**config.mk**
```make
export PLATFORM = sky130hd
export DESIGN_NAME = moving_average_window
export DESIGN_NICKNAME = d
export VERILOG_FILES = /design/src/rtl/core/mavg_pkg.sv /design/src/rtl/core/mavg_front.sv /design/src/rtl/core/mavg_queue.sv /design/src/rtl/core/mavg_divider.sv /design/src/rtl/core/moving_average_window.sv
export SDC_FILE = /design/constraint.sdc
export NUM_CORES = 1
export LEC_CHECK = 0
export ABC_CLOCK_PERIOD_IN_PS = 6800
export BUFFER_PORTS_ARGS = -buffer_cell sky130_fd_sc_hd__buf_2
export CAP_MARGIN = 20
export CELL_PAD_IN_SITES_DETAIL_PLACEMENT = 0
export CELL_PAD_IN_SITES_GLOBAL_PLACEMENT = 2
export CORE_AREA = 2 2 336 338
export CTS_CLUSTER_SIZE = 16
export DETAILED_ROUTE_END_ITERATION = 6
export DIE_AREA = 0 0 338 340
export PLACE_DENSITY_LB_ADDON = 0.25
export REMOVE_ABC_BUFFERS = 1
export SKIP_LAST_GASP = 1
export SYNTH_ARGS = -nofsm -noshare
export SYNTH_HDL_FRONTEND = slang
export SYNTH_SLANG_ARGS = --single-unit
```
**constraint.sdc**
```tcl
create_clock -name clk -period 6.8 [get_ports clk]
set_input_delay 0 -clock clk [delete_from_list [all_inputs] [get_ports clk]]
set_output_delay 0 -clock clk [all_outputs]
set_load 0.03 [all_outputs]
```
**src/rtl/core/mavg_pkg.sv**
```systemverilog
// Shared constants and types for the moving average window block.
package mavg_pkg;

    localparam int WINDOW_DEPTH_DEFAULT = 64;
    localparam int SAMPLE_W             = 16;
    localparam int FILL_W               = 7;

    typedef struct packed {
        logic full;
        logic empty;
    } mavg_q_status_t;

endpackage

```
**src/rtl/core/mavg_front.sv**
```systemverilog
// Front end: accepts samples, updates the ring window, running sum and fill count.
module mavg_front #(
    parameter int WINDOW_DEPTH = mavg_pkg::WINDOW_DEPTH_DEFAULT
) (
    input  logic                                        clk,
    input  logic                                        rst_n,
    input  logic                                        sample_valid,
    output logic                                        sample_ready,
    input  logic signed [mavg_pkg::SAMPLE_W-1:0]        sample,
    input  mavg_pkg::mavg_q_status_t                    q_status,
    output logic                                        q_push,
    output logic signed [mavg_pkg::SAMPLE_W+$clog2(WINDOW_DEPTH)-1:0] push_sum,
    output logic        [$clog2(WINDOW_DEPTH+1)-1:0]   push_count
);

    localparam int ADDR_W  = $clog2(WINDOW_DEPTH);
    localparam int COUNT_W = $clog2(WINDOW_DEPTH + 1);
    localparam int SUM_W   = mavg_pkg::SAMPLE_W + ADDR_W;

    localparam logic F_IDLE = 1'b0;
    localparam logic F_PUSH = 1'b1;

    logic                                  state_reg;
    logic                                  state_next;
    logic signed [mavg_pkg::SAMPLE_W-1:0]  sample_reg;
    logic        [ADDR_W-1:0]              pos_reg;
    logic        [ADDR_W-1:0]              pos_next;
    logic        [COUNT_W-1:0]             count_reg;
    logic        [COUNT_W-1:0]             count_next;
    logic signed [SUM_W-1:0]               sum_reg;
    logic signed [SUM_W-1:0]               sum_next;
    logic signed [mavg_pkg::SAMPLE_W-1:0]  rd_data_reg;
    logic signed [mavg_pkg::SAMPLE_W-1:0]  leaving;
    logic                                  accept;
    logic                                  full;

    logic [mavg_pkg::SAMPLE_W-1:0] window_mem [WINDOW_DEPTH];

    assign sample_ready = (state_reg == F_IDLE);
    assign accept       = sample_valid && sample_ready;
    assign full         = (count_reg == COUNT_W'(WINDOW_DEPTH));
    assign q_push       = (state_reg == F_PUSH) && !q_status.full;

    // entry under pos_reg is read at accept, overwritten at push
    always_ff @(posedge clk)
    begin
        if (accept)
        begin
            rd_data_reg <= window_mem[pos_reg];
        end
        if (q_push)
        begin
            window_mem[pos_reg] <= sample_reg;
        end
    end

    always_ff @(posedge clk)
    begin
        if (accept)
        begin
            sample_reg <= sample;
        end
    end

    always_comb
    begin
        leaving    = full ? rd_data_reg : '0;
        sum_next   = sum_reg + SUM_W'(sample_reg) - SUM_W'(leaving);
        count_next = full ? count_reg : count_reg + 1'b1;
        pos_next   = (pos_reg == ADDR_W'(WINDOW_DEPTH - 1)) ? '0 : pos_reg + 1'b1;
    end

    assign push_sum   = sum_next;
    assign push_count = count_next;

    always_comb
    begin
        state_next = state_reg;
        unique case (state_reg)
            F_IDLE:
            begin
                if (accept)
                begin
                    state_next = F_PUSH;
                end
            end
            F_PUSH:
            begin
                if (q_push)
                begin
                    state_next = F_IDLE;
                end
            end
            default: state_next = F_IDLE;
        endcase
    end

    always_ff @(posedge clk or negedge rst_n)
    begin
        if (!rst_n)
        begin
            state_reg <= F_IDLE;
            pos_reg   <= '0;
            count_reg <= '0;
            sum_reg   <= '0;
        end
        else
        begin
            state_reg <= state_next;
            if (q_push)
            begin
                pos_reg   <= pos_next;
                count_reg <= count_next;
                sum_reg   <= sum_next;
            end
        end
    end

endmodule

```
**src/rtl/core/mavg_queue.sv**
```systemverilog
// Two-entry queue between the front end and the divider.
module mavg_queue #(
    parameter int DATA_W = 8
) (
    input  logic                     clk,
    input  logic                     rst_n,
    input  logic                     push,
    input  logic [DATA_W-1:0]        push_data,
    input  logic                     pop,
    output logic [DATA_W-1:0]        pop_data,
    output mavg_pkg::mavg_q_status_t status
);

    logic [DATA_W-1:0] entry_reg [2];
    logic              wr_ptr_reg;
    logic              rd_ptr_reg;
    logic [1:0]        level_reg;
    logic [1:0]        level_next;

    assign status.full  = (level_reg == 2'd2);
    assign status.empty = (level_reg == 2'd0);
    assign pop_data     = entry_reg[rd_ptr_reg];

    always_comb
    begin
        level_next = level_reg;
        if (push && !pop)
        begin
            level_next = level_reg + 1'b1;
        end
        else if (pop && !push)
        begin
            level_next = level_reg - 1'b1;
        end
    end

    always_ff @(posedge clk)
    begin
        if (push)
        begin
            entry_reg[wr_ptr_reg] <= push_data;
        end
    end

    always_ff @(posedge clk or negedge rst_n)
    begin
        if (!rst_n)
        begin
            wr_ptr_reg <= 1'b0;
            rd_ptr_reg <= 1'b0;
            level_reg  <= 2'd0;
        end
        else
        begin
            if (push)
            begin
                wr_ptr_reg <= ~wr_ptr_reg;
            end
            if (pop)
            begin
                rd_ptr_reg <= ~rd_ptr_reg;
            end
            level_reg <= level_next;
        end
    end

endmodule

```
**src/rtl/core/mavg_divider.sv**
```systemverilog
// Back end: serial signed division of the running sum by the fill count, output register.
module mavg_divider #(
    parameter int WINDOW_DEPTH = mavg_pkg::WINDOW_DEPTH_DEFAULT
) (
    input  logic                                        clk,
    input  logic                                        rst_n,
    input  mavg_pkg::mavg_q_status_t                    q_status,
    output logic                                        q_pop,
    input  logic signed [mavg_pkg::SAMPLE_W+$clog2(WINDOW_DEPTH)-1:0] pop_sum,
    input  logic        [$clog2(WINDOW_DEPTH+1)-1:0]   pop_count,
    output logic                                        result_valid,
    input  logic                                        result_ready,
    output logic signed [mavg_pkg::SAMPLE_W-1:0]        average,
    output logic        [mavg_pkg::FILL_W-1:0]          fill_count
);

    localparam int COUNT_W = $clog2(WINDOW_DEPTH + 1);
    localparam int SUM_W   = mavg_pkg::SAMPLE_W + $clog2(WINDOW_DEPTH);
    localparam int STEP_W  = $clog2(SUM_W + 1);

    localparam logic [1:0] D_IDLE = 2'd0;
    localparam logic [1:0] D_RUN  = 2'd1;
    localparam logic [1:0] D_DONE = 2'd2;

    logic [1:0]                           state_reg;
    logic [1:0]                           state_next;
    logic [STEP_W-1:0]                    step_reg;
    logic [SUM_W-1:0]                     quo_reg;
    logic [COUNT_W-1:0]                   rem_reg;
    logic [COUNT_W-1:0]                   div_reg;
    logic                                 neg_reg;
    logic                                 out_valid_reg;
    logic signed [mavg_pkg::SAMPLE_W-1:0] average_reg;
    logic [mavg_pkg::FILL_W-1:0]          fill_reg;

    logic [SUM_W-1:0]                     mag;
    logic [COUNT_W:0]                     rem_shift;
    logic [COUNT_W:0]                     rem_diff;
    logic                                 qbit;
    logic [mavg_pkg::SAMPLE_W-1:0]        quo16;
    logic [COUNT_W+mavg_pkg::FILL_W-1:0]  count_ext;
    logic                                 load_out;

    assign q_pop    = (state_reg == D_IDLE) && !q_status.empty;
    assign load_out = (state_reg == D_DONE) && (!out_valid_reg || result_ready);

    always_comb
    begin
        mag       = pop_sum[SUM_W-1] ? (~pop_sum + 1'b1) : pop_sum;
        rem_shift = {rem_reg, quo_reg[SUM_W-1]};
        rem_diff  = rem_shift - {1'b0, div_reg};
        qbit      = (rem_shift >= {1'b0, div_reg});
        quo16     = quo_reg[mavg_pkg::SAMPLE_W-1:0];
        count_ext = {{mavg_pkg::FILL_W{1'b0}}, div_reg};
    end

    always_comb
    begin
        state_next = state_reg;
        unique case (state_reg)
            D_IDLE:
            begin
                if (q_pop)
                begin
                    state_next = D_RUN;
                end
            end
            D_RUN:
            begin
                if (step_reg == '0)
                begin
                    state_next = D_DONE;
                end
            end
            D_DONE:
            begin
                if (load_out)
                begin
                    state_next = D_IDLE;
                end
            end
            default: state_next = D_IDLE;
        endcase
    end

    // one quotient bit per cycle, restoring
    always_ff @(posedge clk)
    begin
        if (q_pop)
        begin
            quo_reg  <= mag;
            rem_reg  <= '0;
            div_reg  <= pop_count;
            neg_reg  <= pop_sum[SUM_W-1];
            step_reg <= STEP_W'(SUM_W - 1);
        end
        else if (state_reg == D_RUN)
        begin
            quo_reg  <= {quo_reg[SUM_W-2:0], qbit};
            rem_reg  <= qbit ? rem_diff[COUNT_W-1:0] : rem_shift[COUNT_W-1:0];
            step_reg <= step_reg - 1'b1;
        end
        if (load_out)
        begin
            average_reg <= neg_reg ? (~quo16 + 1'b1) : quo16;
            fill_reg    <= count_ext[mavg_pkg::FILL_W-1:0];
        end
    end

    always_ff @(posedge clk or negedge rst_n)
    begin
        if (!rst_n)
        begin
            state_reg     <= D_IDLE;
            out_valid_reg <= 1'b0;
        end
        else
        begin
            state_reg <= state_next;
            if (load_out)
            begin
                out_valid_reg <= 1'b1;
            end
            else if (result_ready)
            begin
                out_valid_reg <= 1'b0;
            end
        end
    end

    assign result_valid = out_valid_reg;
    assign average      = average_reg;
    assign fill_count   = fill_reg;

endmodule

```
**src/rtl/core/moving_average_window.sv**
```systemverilog
// Top level of the moving average window: front end, queue and serial divider.
//
//  channel | valid / ready               | payload
//  --------+-----------------------------+----------------------------------
//  input   | sample_valid / sample_ready | sample (s16)
//  output  | result_valid / result_ready | average (s16), fill_count (u7)
//
// Front end: window read, then update and push; no new request until the push.
// Divider pops again only after the output load; it sets the rate.
// Reset clears sum, count and write pointer; window entries are never cleared.
// Two queue slots and the output register let either side stall independently.
module moving_average_window #(
    parameter int WINDOW_DEPTH = mavg_pkg::WINDOW_DEPTH_DEFAULT
) (
    input  logic                                 clk,
    input  logic                                 rst_n,
    input  logic                                 sample_valid,
    output logic                                 sample_ready,
    input  logic signed [mavg_pkg::SAMPLE_W-1:0] sample,
    output logic                                 result_valid,
    input  logic                                 result_ready,
    output logic signed [mavg_pkg::SAMPLE_W-1:0] average,
    output logic        [mavg_pkg::FILL_W-1:0]   fill_count
);

    localparam int COUNT_W = $clog2(WINDOW_DEPTH + 1);
    localparam int SUM_W   = mavg_pkg::SAMPLE_W + $clog2(WINDOW_DEPTH);
    localparam int DATA_W  = SUM_W + COUNT_W;

    mavg_pkg::mavg_q_status_t  q_status;
    logic                      q_push;
    logic                      q_pop;
    logic signed [SUM_W-1:0]   push_sum;
    logic        [COUNT_W-1:0] push_count;
    logic        [DATA_W-1:0]  pop_data;

    mavg_front #(
        .WINDOW_DEPTH(WINDOW_DEPTH)
    ) u_front (
        .clk          (clk),
        .rst_n        (rst_n),
        .sample_valid (sample_valid),
        .sample_ready (sample_ready),
        .sample       (sample),
        .q_status     (q_status),
        .q_push       (q_push),
        .push_sum     (push_sum),
        .push_count   (push_count)
    );

    mavg_queue #(
        .DATA_W(DATA_W)
    ) u_queue (
        .clk       (clk),
        .rst_n     (rst_n),
        .push      (q_push),
        .push_data ({push_sum, push_count}),
        .pop       (q_pop),
        .pop_data  (pop_data),
        .status    (q_status)
    );

    mavg_divider #(
        .WINDOW_DEPTH(WINDOW_DEPTH)
    ) u_divider (
        .clk          (clk),
        .rst_n        (rst_n),
        .q_status     (q_status),
        .q_pop        (q_pop),
        .pop_sum      (pop_data[DATA_W-1:COUNT_W]),
        .pop_count    (pop_data[COUNT_W-1:0]),
        .result_valid (result_valid),
        .result_ready (result_ready),
        .average      (average),
        .fill_count   (fill_count)
    );

`ifndef SYNTH
    a_no_overflow: assert property (@(posedge clk) disable iff (!rst_n)
        q_push |-> !q_status.full)
        else $error("queue push while full");

    a_no_underflow: assert property (@(posedge clk) disable iff (!rst_n)
        q_pop |-> !q_status.empty)
        else $error("queue pop while empty");

    a_front_busy: assert property (@(posedge clk) disable iff (!rst_n)
        sample_valid && sample_ready |=> !sample_ready)
        else $error("front end accepted back to back");

    a_pop_spacing: assert property (@(posedge clk) disable iff (!rst_n)
        q_pop |=> !q_pop)
        else $error("divider popped while busy");
`endif

endmodule
```
=== After elaboration in Yosys (flattened, before gate mapping) ===
Memories as Yosys holds them, arrays and structs flattened. A register that Yosys moved wholly into a read port is not among the register bits.
Cells that the tools add are included.
Widths: inputs -> output; s select.

* RAM bits: 1082
* Memories kept: 2
* Bits in registers: 124

* Multiplexer cells: 21
* Add/subtract/negate cells: 10
* $lt $le $gt $ge: 1
* Reduce and logical (&&, ||, !) cells: 19
* Equality and inequality tests: 8
* Bitwise logic cells: 5

{| class="wikitable"
|+ Memory list
! name !! depth !! width !! read ports !! clocked after memory_dff !! write ports !! line !! text
|-
| u_front.window_mem || 64 || 16 || 1 || 1 || 1 || mavg_front.sv:37 || <nowiki>logic [mavg_pkg::SAMPLE_W-1:0] window_mem [WINDOW_DEPTH];</nowiki>
|-
| u_queue.entry_reg || 2 || 29 || 1 || 0 || 1 || mavg_queue.sv:14 || <nowiki>logic [DATA_W-1:0] entry_reg [2];</nowiki>
|}

{| class="wikitable"
|+ Operator list
! cell !! number
|-
| $mux 22 || 3
|-
| $mux 16 || 2
|-
| $add 22x1->22 const B || 1
|-
| $add 22x16->22 || 1
|-
| $not 22->22 || 1
|-
| $sub 22x16->22 || 1
|-
| $add 16x1->16 const B || 1
|-
| $not 16->16 || 1
|-
| $mux 7 || 2
|-
| $mux 2 || 5
|-
| $ge 8x7->1 || 1
|-
| $add 7x1->7 const B || 1
|-
| $eq 7x7->1 const B || 1
|-
| $sub 7x7->7 || 1
|-
| $add 6x1->6 const B || 1
|-
| $eq 6x6->1 const B || 1
|-
| $logic_and 1x1->1 || 6
|-
| $mux 1 || 6
|-
| $mux 6 || 1
|-
| $pmux 2 s3 || 1
|-
| $reduce_bool 2->1 || 3
|-
| $logic_not 1->1 || 5
|-
| $logic_not 5->1 || 1
|-
| $sub 5x1->5 const B || 1
|-
| other kinds (11) || 16
|}

=== Logic depth before layout (Yosys ltp) ===
Gate-level depths: netlist (run 1).

* Depth after elaboration: 7
* Depth in mapped cells: 16

=== Cells and area by module ===
From an unflattened synthesis (run 1), not the netlist that was laid out.

* Cells, all modules: 2959
* Area, all modules: 50191.9 µm²

{| class="wikitable"
|+ By module, submodules not included
! module !! instances !! area an instance (µm²) !! sequential area each (µm²) !! cells an instance
|-
| mavg_front || 1 || 44176.1 || 32611.3 || 2514
|-
| mavg_divider || 1 || 3618.5 || 1906.8 || 339
|-
| mavg_queue || 1 || 2397.3 || 1841.8 || 106
|}

=== Worst setup path after synthesis (run 1) ===
No wires, ideal clock.

* Kind: reg-to-reg
* From: reg u_front.count_reg[0]
* To: reg u_front.sum_reg[14]
* Library setup time: 0.125 ns
* Cell stages (with the launch flop): 17
* Data required time: 6.675 ns
* Arrival time: 3.641 ns
* Setup slack: 3.035 ns
* Path through: dfrtp_1 -> inv_1 -> ha_1 -> nor4b_2 -> clkbuf_1 -> and3_1 -> fa_1 -> inv_1 -> ha_1 -> buf_2 -> a21oi_1 -> o211ai_1 -> a221oi_1 -> o31a_1 -> o21ai_1 -> xor2_1 -> mux2_2

* Longest elaborated chain between the ends: 3

{| class="wikitable"
|+ Ends and longest elaborated chain
! element !! line !! text
|-
| start: declaration || mavg_front.sv:28 || <nowiki>logic [COUNT_W-1:0] count_reg;</nowiki>
|-
| start signal: assignment || mavg_front.sv:113 || <nowiki>count_reg <= count_next;</nowiki>
|-
| $eq 7x7->1 || mavg_front.sv:41 || <nowiki>assign full = (count_reg == COUNT_W'(WINDOW_DEPTH));</nowiki>
|-
| $mux 16 || mavg_front.sv:67 || <nowiki>leaving = full ? rd_data_reg : '0;</nowiki>
|-
| $sub 22x16->22 || mavg_front.sv:68 || <nowiki>sum_next = sum_reg + SUM_W'(sample_reg) - SUM_W'(leaving);</nowiki>
|-
| named net push_sum[14] || moving_average_window.sv:33 || <nowiki>logic signed [SUM_W-1:0] push_sum;</nowiki>
|-
| end signal: assignment || mavg_front.sv:114 || <nowiki>sum_reg <= sum_next;</nowiki>
|-
| end: declaration || mavg_front.sv:30 || <nowiki>logic signed [SUM_W-1:0] sum_reg;</nowiki>
|}

The timed path passes the listed nets, and every way through them passes these cells.
A chain may end at the register's enable or synchronous reset.

==> impl_metrics.env, run 1 <==
export IMPL_largest_reg_flops=1024
export IMPL_max_stage_delay_ps=830
export IMPL_seq_power_share_pct=38.6
export IMPL_area_delta_synth_final_pct=14.1
export IMPL_power_share_switching_pct=35.4
export IMPL_p_int_mw=16.7
export IMPL_ys_async_sr_fraction_pct=3.52
export IMPL_die_w_um=338
export IMPL_avgSynthCellArea_sq_um=16.7
export IMPL_dieArea_sq_mm=0.115
export IMPL_rsz0062_at_grt="no"
export IMPL_synth_area_sq_mm=0.0498
export IMPL_cts_htree_levels=4
export IMPL_grt_pass1_vias=28338
export IMPL_synth_edf_count=1167
export IMPL_violations="design-rule violations"
export IMPL_grt_max_degree=105
export IMPL_ir_worst_vdd_mv=0.306
export IMPL_pwr_density_cell_mw_per_mm2=455
export IMPL_seq_area_sq_mm=0.0364
export IMPL_cts_resized_gates=0
export IMPL_ys_top_cells_by_area="edfxtp_1, mux4_2, mux2i_1"
export IMPL_cts_tree="built"
export IMPL_gp_congestion=0.878
export IMPL_worstMarginPinSlew_ps=1070
export IMPL_route_vias_total=28172
export IMPL_power_share_combinational_pct=33.4
export IMPL_drt_iter0_markers=3055
export IMPL_slowest_stage="o21ai_0"
export IMPL_core_area_sq_mm=0.112
export IMPL_crit_required_ps=7270
export IMPL_p_leak_nw=19.1
export IMPL_path_cells="buf_12, nor2b_2, buf_4, a221oi_1, nor2_1, o21ai_0, o221ai_1, a221oi_1, nand2_1"
export IMPL_pin_count=45
export IMPL_cp_common_cell="a221oi_1"
export IMPL_multi_input_area_sq_mm=0.0122
export IMPL_drc=2
export IMPL_relSlewSlack_pct=28.4
export IMPL_ys_types=81
export IMPL_ant_nets=0
export IMPL_die_y_um=340
export IMPL_start_kind="register"
export IMPL_clockBufferDepth=3
export IMPL_fmax_ghz=0.231
export IMPL_path_clk_slew_ps=60
export IMPL_clockPowerShare_pct=28.0
export IMPL_ys_flop_type="edfxtp_1"
export IMPL_critPathKind="reg -> reg"
export IMPL_rows=123
export IMPL_status="complete, but fails checks"
export IMPL_hp_class="in -> reg"
export IMPL_post_route_period_util_pct=63.7
export IMPL_hold_ws_ps=160
export IMPL_path_max_fanout=104
export IMPL_fin_skew_ps=26.8
export IMPL_yosysMostFrequentCell="edfxtp_1"
export IMPL_yosysSeqAreaShare_pct=73.0
export IMPL_ys_ff_latch=1222
export IMPL_cts_buffers=132
export IMPL_drv_cap=0
export IMPL_first_pass_iters=7
export IMPL_critPathCaptureType="register"
export IMPL_overflow=0
export IMPL_cts_root_buf="clkbuf_16"
export IMPL_hold_violations=0
export IMPL_period_needed_ps=4330
export IMPL_antenna_found_initial=8
export IMPL_synth_top_cell_area_share_pct=70.4
export IMPL_vias_per_cell=5.91
export IMPL_ys_warn_count=0
export IMPL_drive_above_1_share_pct=17.4
export IMPL_grt_pass1_wl_um=203000
export IMPL_nNetsFinal=3238
export IMPL_hpwl_um=83500
export IMPL_portBuffers=44
export IMPL_wl_per_cell_um=29.5
export IMPL_final_max_slew_violation_count=0
export IMPL_initial_utilization_pct=44.6
export IMPL_syn_inst=2980
export IMPL_nFillCells=9055
export IMPL_wl_um=140000
export IMPL_clk_latency_ps=740
export IMPL_grt_use_total_pct=24.7
export IMPL_arrival_ps=4800
export IMPL_fin_tns_setup_ps=0
export IMPL_switchingPower_mw=9.15
export IMPL_synth_commonest_cells="edfxtp_1, nor2_1, mux2i_1"
export IMPL_cts_sinks=1222
export IMPL_synth_top_cell_by_area="edfxtp_1"
export IMPL_setup_viol=0
## timing repair
item	in CTS	in global routing
buffers inserted	0	0
hold endpoints to repair	94	0
hold buffers	36	0
## per-stage QoR
step                      utilization (%)  cells  power (mW)  cell area, sq um  setup WS, ps
after floorplan                         -   2825        15.8             48900         -3140
after global placement               46.6   4488        18.6             52000          2640
after detailed placement             46.7   4489        18.7             52100          2630
after CTS                            50.9   4764        25.9             56800          2630
after global routing                 50.9   4765        26.9             56800          2330
final                                50.9   4768        25.8             56800          2470
## kinds of logic after synthesis
| group | Yosys count | synth area share (%) |
|---|---|---|
| AOI/OAI and AO/OA | 546 | 7.50 |
| adders and majority gates | 58 | 1.79 |
| xor gates and xnor gates | 75 | 1.32 |
| and+or+nand+nor | 487 | 4.42 |
| DFF | 1222 | 73.0 |
| muxes | 327 | 9.33 |
| buffers and inverters | 265 | 2.62 |
## worst max-delay path: cells and delay by family (launching register included)
kind | cells | cell delay (ps)
flops | 1 | 660
simple gates | 3 | 670
compound gates | 4 | 1780
buf+inv | 2 | 600
## cells in the final DEF (no fill, tap or decap), types with 8 or more instances in the layout
master / count
dlygate4sd3_1: 36
nand2b_1: 15
ha_1: 36
clkbuf_1: 22
a22o_1: 12
xor2_1: 25
fa_1: 22
or3_1: 12
mux2_2: 70
clkinv_1: 31
mux2i_1: 145
nand3_1: 18
and3_1: 19
mux4_2: 101
a221oi_1: 122
nand2_1: 143
or4_1: 8
bufinv_16: 15
dfxtp_1: 12
mux2_1: 9
o22ai_1: 53
o21ai_0: 125
a21oi_1: 89
edfxtp_1: 1167
nor2_1: 191
o21ai_1: 13
buf_2: 44
inv_1: 104
clkbuf_16: 137
nor3_1: 23
xnor2_1: 50
buf_4: 114
o221ai_1: 17
o31ai_1: 8
dfrtp_1: 39
a22oi_1: 49
clkinv_2: 14
## power groups by stage
stage	sequential (mW)	clock [mW]	combinational, mW
6_report	9.97	7.23	8.63
5_1_grt	10.0	7.63	9.24
4_1_cts	9.97	7.33	8.64
3_5_place_dp	10.1	0	8.60
3_3_place_gp	10.1	0	8.49
2_1_floorplan	10.4	0	5.33
## cell type report
cell class	count	area share (%)
antenna	3	0.0132
clock buffer	162	6.25
clock inverter	77	1.45
inverter	110	0.727
multi-input combinational	1493	21.5
sequential	1222	64.0
tap	1500	3.30
timing repair buffer	201	2.77
## routing by layer
metal,GRT usage [%],vias to the layer above,share of wire [%]
li1,-,12140,-
met1,31.8,14493,39
met2,41.2,1252,49
met3,4.54,279,7.6
met4,9.99,8,4.1
met5,0,-,0.033
## worst paths after layout
path / startpoint / endpoint / slack [ps] / cells past startpoint
max reg2reg: u_front.pos_reg[0] / u_front.rd_data_reg[2] / 2470 / 9
min: result_ready / u_divider.result_valid / 160 / 4
max: u_front.pos_reg[0] / u_front.rd_data_reg[2] / 2470 / 9
max in group asynchronous: rst_n / u_front.pos_reg[1] / 5730 / 4
min reg2reg: u_divider.div_reg[6] / u_divider.fill_count[6] / 480 / 0
min in group asynchronous: rst_n / u_divider.result_valid / 500 / 4
(Power assumes the default switching activity.)
==> run 2, diff against run 1 <==
- ABC_CLOCK_PERIOD_IN_PS: 6800 -> 3850
- CORE_AREA: 2 2 336 338 -> 2 2 344 346
- DIE_AREA: 0 0 338 340 -> 0 0 346 348
- clock period: 6.8 -> 3.85 ns (I/O delays scaled with it)
==> run 2 against run 1 <==
Compared with the run above:
- the run now ends clean
- die area is 4.8% higher
- total power is 84% higher
- routed wire length is 3.3% higher
- clock power is 66% higher
- register-to-register slack worse by 2400 ps
- largest power group is now combinational cells
- largest cell class unchanged
- highest routed layer is now met4
- flip-flop and latch count stayed put
- final cell count is 4.4% higher
- clock skew hardly changed
- sequential power is 76% higher
==> impl_metrics.env, run 2 (synthesized netlist as in run 1, its figures left out) <==
export IMPL_die_w_um=346
export IMPL_hpwl_um=91600
export IMPL_first_pass_iters=6
export IMPL_cp_common_cell="buf_4"
export IMPL_drive_above_1_share_pct=22.5
export IMPL_area_delta_synth_final_pct=17.1
export IMPL_pin_count=45
export IMPL_drt_iter0_markers=2856
export IMPL_grt_use_total_pct=24.1
export IMPL_fin_skew_ps=27.0
export IMPL_ir_worst_vdd_mv=0.449
export IMPL_r2r_start="u_front.count_reg[0]"
export IMPL_critPathKind="reg -> reg"
export IMPL_antenna_found_initial=3
export IMPL_route_vias_total=28893
export IMPL_final_common_cell="edfxtp_1"
export IMPL_setup_viol=0
export IMPL_reg2reg_depth=18
export IMPL_core_area_sq_mm=0.117
export IMPL_hold_start="sample[11]"
export IMPL_p_leak_nw=19.9
export IMPL_rows=126
export IMPL_vias_per_cell=5.80
export IMPL_cts_sinks=1222
export IMPL_period_needed_ps=3770
export IMPL_cts_tree="built"
export IMPL_pwr_density_cell_mw_per_mm2=814
export IMPL_gp_congestion=0.889
export IMPL_hp_class="in -> reg"
export IMPL_overflow=0
export IMPL_post_route_period_util_pct=98.0
export IMPL_wl_um=145000
export IMPL_cts_htree_levels=4
export IMPL_cts_buffers=132
export IMPL_crit_required_ps=4340
export IMPL_seq_area_sq_mm=0.0364
export IMPL_startpoint="u_front.count_reg[0]"
export IMPL_largest_reg_flops=1024
export IMPL_ant_nets=0
export IMPL_multi_input_area_sq_mm=0.0124
export IMPL_path_cells="inv_2, ha_4, nor4b_4, buf_4, buf_12, and3_4, fa_1, inv_1, ha_1, buf_6, nand3_1, o211ai_1, a221oi_2, buf_4, o31a_1, o21ai_2, xor2_2, buf_4"
export IMPL_critPathCaptureType="register"
export IMPL_path_max_fanout=5
export IMPL_setup_ws_ps=78.8
export IMPL_drv_cap=0
export IMPL_fmax_ghz=0.265
export IMPL_path_clk_slew_ps=60
export IMPL_holdPathStages=2
export IMPL_hold_violations=0
export IMPL_nFillCells=9711
export IMPL_final_max_slew_violation_count=0
export IMPL_slowest_stage="fa_1"
export IMPL_relSlewSlack_pct=24.5
export IMPL_status="complete, no violations"
export IMPL_grt_pass1_vias=29325
export IMPL_clockBufferDepth=3
export IMPL_grt_pass1_wl_um=209000
export IMPL_nNetsFinal=3424
export IMPL_drc=0
export IMPL_wl_per_cell_um=29.1
export IMPL_start_kind="register"
export IMPL_portBuffers=44
export IMPL_hold_ws_ps=91.4
export IMPL_cts_root_buf="clkbuf_16"
export IMPL_dp_slack_ps=-110
export IMPL_die_y_um=348
export IMPL_arrival_ps=4260
export IMPL_mostFrequentLayoutCells="edfxtp_1, buf_4, nor2_1"
export IMPL_clk_latency_ps=740
export IMPL_grt_max_degree=65
export IMPL_max_stage_delay_ps=400
export IMPL_rsz0062_at_grt="yes"
export IMPL_initial_utilization_pct=42.6
export IMPL_worstMarginPinSlew_ps=1130
export IMPL_dieArea_sq_mm=0.120
-- run 2: cell count changes in the layout (fill, tap and decap cells not counted), sizes merged --
cell         before  now
clkbuf          162  169
bufinv           15    5
diode             3    1
dlygate4sd3      36   34
clkinvlp          5    4
clkinv           50   47
inv             117  116
buf             165  353
-- run 2: worst paths after layout --
path,slack [ps],endpoint
worst min-delay path,90,u_front.sample_reg[11]
worst min register to register,460,u_divider.rem_reg[6]
max in group asynchronous,2770,u_front.pos_reg[2]
worst max-delay path,80,u_queue.entry_reg[1][27]
worst max register to register,80,u_queue.entry_reg[1][27]
min in group asynchronous,470,u_divider.result_valid
-- run 2: final cells by class --
class	count	area share [%]
Antenna cell	1	0.00429
Clock buffer	169	6.06
Clock inverter	62	0.858
Inverter	110	0.708
Multi-Input combinational cell	1493	21.2
Sequential cell	1222	62.4
Tap cell	1536	3.30
Timing Repair Buffer	387	5.47
-- run 2: timing repair --
item | in CTS | in global routing
setup endpoints to repair | 9 | 33
gates cloned | 1 | 0
buffers inserted | 6 | 8
pin swaps | 6 | 12
hold buffers | 34 | 0
resized for setup | 7 | 34
endpoints found under the hold margin | 94 | 0
-- run 2: worst max-delay path, delay by kind of cell (launching register included) --
kind,cells,cell delay [ps]
flip-flops,1,390
adder cells (fa/ha/maj),3,770
XOR/XNOR,1,190
AO/OA/AOI/OAI,4,770
AND/OR/NAND/NOR,3,490
buffers and inverters,7,890
-- run 2: per-stage QoR --
stage,total power [mW],utilization [%],instances,cell area [sq um],setup TNS (ps)
floorplan,26.8,-,2825,48900,-5217330
CTS,47.2,49.7,4970,58100,0
detailed placement,35.0,45.8,4698,53600,-334
global placement,34.8,45.8,4698,53600,-220
global route,49.5,49.9,4979,58300,-700
finish,47.5,49.9,4980,58300,0
-- run 2: where the power goes --
| group | internal (mW) | switching, mW | total, mW |
|---|---|---|---|
| registers | 16.6 | 0.889 | 17.5 |
| clock network | 6.84 | 5.13 | 12.0 |
| logic | 7.07 | 11.0 | 18.0 |
| total | 30.5 | 17.0 | 47.5 |
-- run 2: layer usage --
layer,wire (um),track usage (%)
met5,0,0
met4,7030,11.4
met3,9610,4.27
met2,69700,39.5
met1,58700,31.5
